## src/design/rlrc_pkg.sv

```systemverilog
// ----------------------------------------------------------------------------
// rlrc_pkg
// Shared types, codes and default settings for the rate limited recovery
// controller.
// ----------------------------------------------------------------------------
package rlrc_pkg;

  // default settings used when a register holds zero
  localparam logic [15:0] DefaultCooldown = 16'd60;
  localparam logic [15:0] DefaultWindow   = 16'd300;
  localparam logic [7:0]  DefaultLimit    = 8'd3;

  localparam int unsigned CfgIdxWidth  = 2;
  localparam int unsigned CfgDataWidth = 16;

  // configuration register indexes
  typedef enum logic [CfgIdxWidth-1:0] {
    CFG_RECOVERY_ON  = 2'd0,
    CFG_WINDOW_SEC   = 2'd1,
    CFG_RESTART_LIM  = 2'd2,
    CFG_COOLDOWN_SEC = 2'd3
  } cfg_idx_e;

  // command codes
  typedef enum logic [1:0] {
    CMD_NONE    = 2'd0,
    CMD_START   = 2'd1,
    CMD_RESTART = 2'd2,
    CMD_FIXPORT = 2'd3
  } cmd_e;

  // status codes
  typedef enum logic [2:0] {
    ST_NONE     = 3'd0,
    ST_COOLDOWN = 3'd1,
    ST_RESUMED  = 3'd2,
    ST_START    = 3'd3,
    ST_RESTART  = 3'd4,
    ST_FIXPORT  = 3'd5
  } status_e;

  // input item: one health poll
  typedef struct packed {
    logic [31:0] now_seconds;
    logic        service_up;
    logic        port_listening;
    logic        port_setting_ok;
  } in_item_t;

  // result item
  typedef struct packed {
    logic [1:0]  command;
    logic [2:0]  status;
    logic        cooling_down;
    logic [15:0] cooldown_left;
    logic [7:0]  window_restarts;
    logic [31:0] total_recoveries;
  } out_item_t;

  // effective settings, defaults already applied
  typedef struct packed {
    logic        recovery_on;
    logic [15:0] window_len;
    logic [7:0]  limit;
    logic [15:0] cooldown_len;
  } cfg_t;

endpackage

```

## src/design/rlrc_cfg.sv

```systemverilog
// ----------------------------------------------------------------------------
// rlrc_cfg
// Configuration registers with fall-back to default settings on zero.
// ----------------------------------------------------------------------------
module rlrc_cfg #(
  parameter logic [15:0] DEFAULT_COOLDOWN = rlrc_pkg::DefaultCooldown,
  parameter logic [15:0] DEFAULT_WINDOW   = rlrc_pkg::DefaultWindow,
  parameter logic [7:0]  DEFAULT_LIMIT    = rlrc_pkg::DefaultLimit
) (
  input  logic                                 clk_i,
  input  logic                                 rst_ni,
  input  logic                                 cfg_we_i,
  input  logic [rlrc_pkg::CfgIdxWidth-1:0]     cfg_idx_i,
  input  logic [rlrc_pkg::CfgDataWidth-1:0]    cfg_data_i,
  output rlrc_pkg::cfg_t                       cfg_o
);
  import rlrc_pkg::*;

  logic        recovery_on_q;
  logic [15:0] window_q;
  logic [7:0]  limit_q;
  logic [15:0] cooldown_q;

  // register writes
  always_ff @(posedge clk_i or negedge rst_ni) begin
    if (!rst_ni) begin
      recovery_on_q <= 1'b1;
      window_q      <= '0;
      limit_q       <= '0;
      cooldown_q    <= '0;
    end else if (cfg_we_i) begin
      unique case (cfg_idx_e'(cfg_idx_i))
        CFG_RECOVERY_ON:  recovery_on_q <= cfg_data_i[0];
        CFG_WINDOW_SEC:   window_q      <= cfg_data_i;
        CFG_RESTART_LIM:  limit_q       <= cfg_data_i[7:0];
        CFG_COOLDOWN_SEC: cooldown_q    <= cfg_data_i;
        default: ;
      endcase
    end
  end

  // zero selects the default
  always_comb begin
    cfg_o.recovery_on  = recovery_on_q;
    cfg_o.window_len   = (window_q == '0) ? DEFAULT_WINDOW : window_q;
    cfg_o.limit        = (limit_q == '0) ? DEFAULT_LIMIT : limit_q;
    cfg_o.cooldown_len = (cooldown_q == '0) ? DEFAULT_COOLDOWN : cooldown_q;
  end

endmodule

```

## src/design/rlrc_core.sv

```systemverilog
// ----------------------------------------------------------------------------
// rlrc_core
// Recovery state and the decision for one poll; state advances on step_i.
// ----------------------------------------------------------------------------
module rlrc_core (
  input  logic                clk_i,
  input  logic                rst_ni,
  input  logic                step_i,
  input  rlrc_pkg::cfg_t      cfg_i,
  input  rlrc_pkg::in_item_t  item_i,
  output rlrc_pkg::out_item_t result_o
);
  import rlrc_pkg::*;

  logic        in_cd_q, in_cd_d;
  logic [31:0] cd_end_q, cd_end_d;
  logic [31:0] win_begin_q, win_begin_d;
  logic [7:0]  count_q, count_d;
  logic [31:0] total_q, total_d;
  status_e     status_q, status_d;

  logic [31:0] now;
  logic        pending, resume;
  logic [7:0]  count1, count2, count3;
  logic [31:0] win_begin1, since;
  status_e     status1, fail_status;
  cmd_e        fail_cmd, cmd;
  logic        win_over, healthy;
  logic [32:0] end_sum;
  logic [31:0] end_new, left_full;

  assign now = item_i.now_seconds;

  // cooldown check, resume when expired
  assign pending    = in_cd_q && (now < cd_end_q);
  assign resume     = in_cd_q && !pending;
  assign count1     = resume ? 8'd0 : count_q;
  assign win_begin1 = resume ? now : win_begin_q;
  assign status1    = in_cd_q ? (pending ? ST_COOLDOWN : ST_RESUMED) : status_q;

  // window expiry
  assign since    = now - win_begin1;
  assign win_over = (now >= win_begin1) && (since >= {16'd0, cfg_i.window_len});
  assign count2   = win_over ? 8'd0 : count1;
  assign count3   = count2 + 8'd1;

  // saturating cooldown end for a cooldown starting now
  assign end_sum = {1'b0, now} + {17'd0, cfg_i.cooldown_len};
  assign end_new = end_sum[32] ? '1 : end_sum[31:0];

  assign healthy = item_i.service_up && item_i.port_listening && item_i.port_setting_ok;

  // first failing check picks the command
  always_comb begin
    if (!item_i.service_up) begin
      fail_cmd    = CMD_START;
      fail_status = ST_START;
    end else if (!item_i.port_listening) begin
      fail_cmd    = CMD_RESTART;
      fail_status = ST_RESTART;
    end else begin
      fail_cmd    = CMD_FIXPORT;
      fail_status = ST_FIXPORT;
    end
  end

  // next state
  always_comb begin
    in_cd_d     = pending;
    cd_end_d    = pending ? cd_end_q : 32'd0;
    win_begin_d = win_begin1;
    count_d     = count1;
    total_d     = total_q;
    status_d    = status1;
    cmd         = CMD_NONE;
    if (!cfg_i.recovery_on) begin
      status_d = pending ? ST_COOLDOWN : ST_NONE;
    end else if (pending) begin
      status_d = ST_COOLDOWN;
    end else if (healthy) begin
      status_d = (status1 == ST_COOLDOWN) ? ST_COOLDOWN : ST_NONE;
    end else begin
      win_begin_d = win_over ? now : win_begin1;
      count_d     = count2;
      if (count2 < cfg_i.limit) begin
        cmd      = fail_cmd;
        status_d = fail_status;
        count_d  = count3;
        total_d  = total_q + 32'd1;
        if (count3 >= cfg_i.limit) begin
          in_cd_d  = 1'b1;
          cd_end_d = end_new;
          status_d = ST_COOLDOWN;
        end
      end else begin
        in_cd_d  = 1'b1;
        cd_end_d = end_new;
        status_d = ST_COOLDOWN;
      end
    end
  end

  // state registers
  always_ff @(posedge clk_i or negedge rst_ni) begin
    if (!rst_ni) begin
      in_cd_q     <= 1'b0;
      cd_end_q    <= '0;
      win_begin_q <= '0;
      count_q     <= '0;
      total_q     <= '0;
      status_q    <= ST_NONE;
    end else if (step_i) begin
      in_cd_q     <= in_cd_d;
      cd_end_q    <= cd_end_d;
      win_begin_q <= win_begin_d;
      count_q     <= count_d;
      total_q     <= total_d;
      status_q    <= status_d;
    end
  end

  // result fields
  assign left_full = cd_end_d - now;
  always_comb begin
    result_o.command          = cmd;
    result_o.status           = status_d;
    result_o.cooling_down     = in_cd_d;
    result_o.window_restarts  = count_d;
    result_o.total_recoveries = total_d;
    result_o.cooldown_left    = '0;
    if ((cd_end_d != '0) && (now < cd_end_d)) begin
      result_o.cooldown_left = (left_full[31:16] != '0) ? 16'hFFFF : left_full[15:0];
    end
  end

endmodule

```

## src/design/rate_limited_recovery_controller.sv

```systemverilog
// ----------------------------------------------------------------------------
// rate_limited_recovery_controller
// Health poll in, one recovery decision out, restarts limited per window
// with a cooldown once the limit is reached.
// ----------------------------------------------------------------------------
//  channel | signals                                  | direction
//  --------+------------------------------------------+----------
//  poll    | in_valid_i, in_ready_o, in_item_i        | in
//  result  | out_valid_o, out_ready_i, out_item_o     | out
//  config  | cfg_we_i, cfg_idx_i, cfg_data_i          | in
//
//  an item is held in the input register, its decision is made in one pass of
//  logic and lands in the result register; one item per cycle is sustained
//  while out_ready_i stays high.
//  reset clears all recovery state; recovery_on comes up set.
//  when the result register is held by out_ready_i low, the input register
//  holds its item and in_ready_o drops once both are full.
// ----------------------------------------------------------------------------
module rate_limited_recovery_controller #(
  parameter logic [15:0] DEFAULT_COOLDOWN = rlrc_pkg::DefaultCooldown,
  parameter logic [15:0] DEFAULT_WINDOW   = rlrc_pkg::DefaultWindow,
  parameter logic [7:0]  DEFAULT_LIMIT    = rlrc_pkg::DefaultLimit
) (
  input  logic                              clk_i,
  input  logic                              rst_ni,
  input  logic                              in_valid_i,
  output logic                              in_ready_o,
  input  rlrc_pkg::in_item_t                in_item_i,
  output logic                              out_valid_o,
  input  logic                              out_ready_i,
  output rlrc_pkg::out_item_t               out_item_o,
  input  logic                              cfg_we_i,
  input  logic [rlrc_pkg::CfgIdxWidth-1:0]  cfg_idx_i,
  input  logic [rlrc_pkg::CfgDataWidth-1:0] cfg_data_i
);
  import rlrc_pkg::*;

  cfg_t      cfg;
  in_item_t  in_item_q;
  logic      in_vld_q;
  out_item_t result;
  out_item_t out_item_q;
  logic      out_vld_q;
  logic      step;

  rlrc_cfg #(
    .DEFAULT_COOLDOWN(DEFAULT_COOLDOWN),
    .DEFAULT_WINDOW  (DEFAULT_WINDOW),
    .DEFAULT_LIMIT   (DEFAULT_LIMIT)
  ) u_cfg (
    .clk_i     (clk_i),
    .rst_ni    (rst_ni),
    .cfg_we_i  (cfg_we_i),
    .cfg_idx_i (cfg_idx_i),
    .cfg_data_i(cfg_data_i),
    .cfg_o     (cfg)
  );

  // item moves on when the result register is free or being drained
  assign step       = in_vld_q && (!out_vld_q || out_ready_i);
  assign in_ready_o = !in_vld_q || step;

  rlrc_core u_core (
    .clk_i   (clk_i),
    .rst_ni  (rst_ni),
    .step_i  (step),
    .cfg_i   (cfg),
    .item_i  (in_item_q),
    .result_o(result)
  );

  // input register
  always_ff @(posedge clk_i or negedge rst_ni) begin
    if (!rst_ni) begin
      in_vld_q <= 1'b0;
    end else if (in_ready_o) begin
      in_vld_q <= in_valid_i;
    end
  end

  always_ff @(posedge clk_i) begin
    if (in_ready_o && in_valid_i) begin
      in_item_q <= in_item_i;
    end
  end

  // result register
  always_ff @(posedge clk_i or negedge rst_ni) begin
    if (!rst_ni) begin
      out_vld_q <= 1'b0;
    end else if (step) begin
      out_vld_q <= 1'b1;
    end else if (out_ready_i) begin
      out_vld_q <= 1'b0;
    end
  end

  always_ff @(posedge clk_i) begin
    if (step) begin
      out_item_q <= result;
    end
  end

  assign out_valid_o = out_vld_q;
  assign out_item_o  = out_item_q;

endmodule

```

## config.mk

```make
export PLATFORM = sky130hd
export DESIGN_NAME = rate_limited_recovery_controller
export DESIGN_NICKNAME = d
export VERILOG_FILES = /design/src/design/rlrc_pkg.sv /design/src/design/rlrc_cfg.sv /design/src/design/rlrc_core.sv /design/src/design/rate_limited_recovery_controller.sv
export SDC_FILE = /design/constraint.sdc
export NUM_CORES = 1
export LEC_CHECK = 0
export CORE_UTILIZATION = 31
export CTS_CLUSTER_DIAMETER = 200
export DETAILED_ROUTE_END_ITERATION = 16
export DONT_BUFFER_PORTS = 1
export GPL_ROUTABILITY_DRIVEN = 0
export SLEW_MARGIN = 20
export SYNTH_ARGS = -nofsm -noshare
export SYNTH_HDL_FRONTEND = slang
export SYNTH_SLANG_ARGS = --single-unit
```

## constraint.sdc

```tcl
create_clock -name clk_i -period 17.1 [get_ports clk_i]
set_input_delay 2.565 -clock clk_i [delete_from_list [all_inputs] [get_ports clk_i]]
set_output_delay 2.565 -clock clk_i [all_outputs]
set_load 0.005 [all_outputs]
```

==> run metrics <==
final hold slack=0.474 ns; clk buf depth=3; CP peak stage delay=0.65 ns; drt pass-1 iters=6; Die X-Extent=240 um; predominant post-synthesis flop cell=dfrtp_1; Sw Pwr=1.20 mW; Avg Cell Area, Syn=about 9.4 um2; largest area contributor in the netlist=dfrtp_1; area growth from synthesis to layout=9.70%; TritonCTS Sinks=248; max-slew violations=0; r2r startpoint=in_item_q[30]; first-pass GRT wire length=78800 um; maximum VDD drop=0.0619 mV; setup TNS=0 ns; Max Fclk=66.2 MHz; minimum clock period=approximately 15 ns; Total Nets Final=2041; DR WL/cell=19.2 um; vias in the first global route=13612; slowest CP cell=nor2_1; syn nets=roughly 2100; critical path's top delay family=simple AND/OR/NAND/NOR gates; die area=57800 um2; DRC errors left=0; flop-to-flop setup slack=2.00 ns; Initial DRC Count=~1200; hold path cells=2; Clock Skew=approximately 0.015 ns; row cnt=a little under 90; IO Pins=between 100 and 150; Port Buffers=0; Cells after Synth=1881; EDFF count, synth=between 90 and 100; Hold Crit Start=u_core.status_q[2]; final hold vios=0; initial antenna violation count=3; Warnings, synthesis=0; cell depth of the worst flop-to-flop path=54; total core area=56300 um2; total power=between 2 and 3 mW; drt total wl=just over 50000 um; worst slack, placed=2.32 ns; # hold bufs at CTS=0; post-route ant nets=0; LEAKAGE=8.06 nW; Post-Synthesis Cell Area=17600 um2; Root Buffer=clkbuf_16; dpl cells=~2600; Buf/Inv on CP=1; Post-synth ARST share=60.9%; clk_lat worst skew=0.59 ns; ratio of cells with drive above 1 in the final layout=9.41%; worst-path fanout max=35; Netlist cell types=85; flops & latches, synth=248; TritonCTS clock tree=yes; Max Cap Viol=0; H-tree levels=1; largest cells by area after synthesis=dfrtp_1 21%, edfxtp_1 17%, ha_1 10%, xnor2_1 4.5%, a21oi_1 3.9%; WP data required=17.43 ns; Combinational Power Share=~48%; Worst EP arrival=15.43 ns; PnR worst setup slack=2.00 ns; fill count=between 5000 and 6000; TritonCTS Buffers=30; post-route insts no fill=2617; Final setup viols=0; slew margin rel.=a little under a third; Hold Crit Class=reg -> reg; grt ovf=0; crit path from=in_item_q[30]; via count=14120; sequential element share of the synthesized area=38.0%; type of origin of the critical path=flip-flop; vias per cell=~5.4; RSZ-0062 raised after global routing=false; status=finished clean; GRT Overall Usage=around 17%; worst slew pin tran=1.02 ns; postcts setup bufs=0; Post-CTS Resized=0; post-DP HPWL=38700 um; CTS clk-pin slew, worst paths=0.06 ns; Int Pwr=1.74 mW; largest net degree at the start of global routing=152; WP depth=54; starting density of the core=31.3%; pwr dens=152 nW/um2; clock share of power=22.9%; critical path class=reg -> reg; switch share=approximately 40%; Seq pwr share=29.1%; Die H=240 um; share of the synthesized area in the top cell type=21.3%; Setup crit end kind=flip-flop; Tcrit/Tclk final=88.3%
## cell usage after synthesis, types with 6 or more instances
master     count
nor4_1        27
a21o_1        43
nor2b_1       12
xor2_1        39
mux2i_1        9
o31ai_1        7
or2_2         10
and3_1        17
mux2_4        30
o21a_1        36
mux2_2        49
a21oi_1      138
buf_2          7
buf_1         10
dfrtp_1      150
a22o_1        10
a31o_2         6
o22ai_1        7
o21bai_1      15
o211ai_1      15
nand2_1      176
o2111ai_1     10
nand2b_1      20
edfxtp_1      97
and2_1        18
and4_1         7
o21ai_0      108
a211oi_1      15
nand3_1       62
nor2_1       128
nor3_1        32
nand4_1       41
ha_1         145
xnor2_1       90
or4_1          8
a31oi_1       10
clkbuf_1      63
a211o_1        6
inv_1        119
## power groups by stage
| stage | combinational, mW | sequential, mW | clock (mW) |
|---|---|---|---|
| after floorplan | 1.09 | 0.818 | 0 |
| after global placement | 1.36 | 0.859 | 0 |
| after detailed placement | 1.39 | 0.863 | 0 |
| after CTS | 1.39 | 0.854 | 0.688 |
| after global routing | 1.56 | 0.870 | 0.709 |
| final | 1.41 | 0.855 | 0.671 |
## per-stage QoR
step	cell area (um2)	utilization [%]
after floorplan	17600	-
after detailed placement	18300	32.5
after CTS	19300	34.3
after global routing	19300	34.4
after global placement	18300	32.5
final	19300	34.4
## cell usage in the layout, fill, tap and decap left out, types with 32 or more instances in the layout
master,n
a21o_1,43
a21oi_1,137
dfrtp_1,150
edfxtp_1,97
ha_1,145
inv_1,118
mux2_2,49
nand2_1,176
nand3_1,62
nand4_1,41
nor2_1,128
nor3_1,32
o21a_1,36
o21ai_0,108
xnor2_1,90
xor2_1,39
## area by class of cell
type | instances | area [um2] | share of cell area (%)
Clock buffer | 35 | 769 | 3.98
Tap cell | 756 | 946 | 4.89
Clock inverter | 21 | 279 | 1.44
Timing Repair Buffer | 7 | 52.6 | 0.272
Multi-Input combinational cell | 1429 | 10100 | 52.5
Inverter | 119 | 449 | 2.32
Antenna cell | 2 | 5.00 | 0.0259
Sequential cell | 248 | 6690 | 34.6
## path summary, 6_finish.rpt
path                                        to
min reg2reg                 u_core.status_q[2]
min in group asynchronous   u_core.total_q[27]
max in group asynchronous  u_cfg.recovery_on_q
max                             out_item_o[41]
max reg2reg                     out_item_o[41]
min                         u_core.status_q[2]
## worst register-to-register path: cells and delay by family, from the launching register on
family,cells,cell delay [ns]
AO/OA/AOI/OAI,23,5.55
adder cells (fa/ha/maj),7,2.27
flip-flops,1,0.52
XOR/XNOR,2,0.32
multiplexers,1,0.09
AND/OR/NAND/NOR,20,6.04
buffers and inverters,1,0.05
## layer usage
metal	vias to the layer above	GRT usage, %	share of wire, %	wire length (um)
li1	6740	-	-	-
met1	6845	23.3	45	22700
met2	439	27.9	46	23000
met3	94	2.68	6.1	3050
met4	2	5.62	3.2	1590
met5	-	0	0.022	11
## sequential cells by signal, summed over array words and instances, names as in the netlist, 16 cells and up
signal and cells:
out_item_o 62, u_core.win_begin_q 32, u_core.cd_end_q 32, u_core.total_q 32, u_cfg.window_q 16, u_cfg.cooldown_q 16, in_item_q 35
## kinds of logic after synthesis
logic type / after synthesis / synth area share (%)
fa+ha+maj: 148 / 10.6
buf+inv: 204 / 4.61
xor+xnor: 129 / 6.41
compound gates: 488 / 18.3
simple gates: 576 / 15.9
flops: 248 / 38.0
mux: 88 / 6.20
Note: power is estimated with default switching activity, not from simulation.
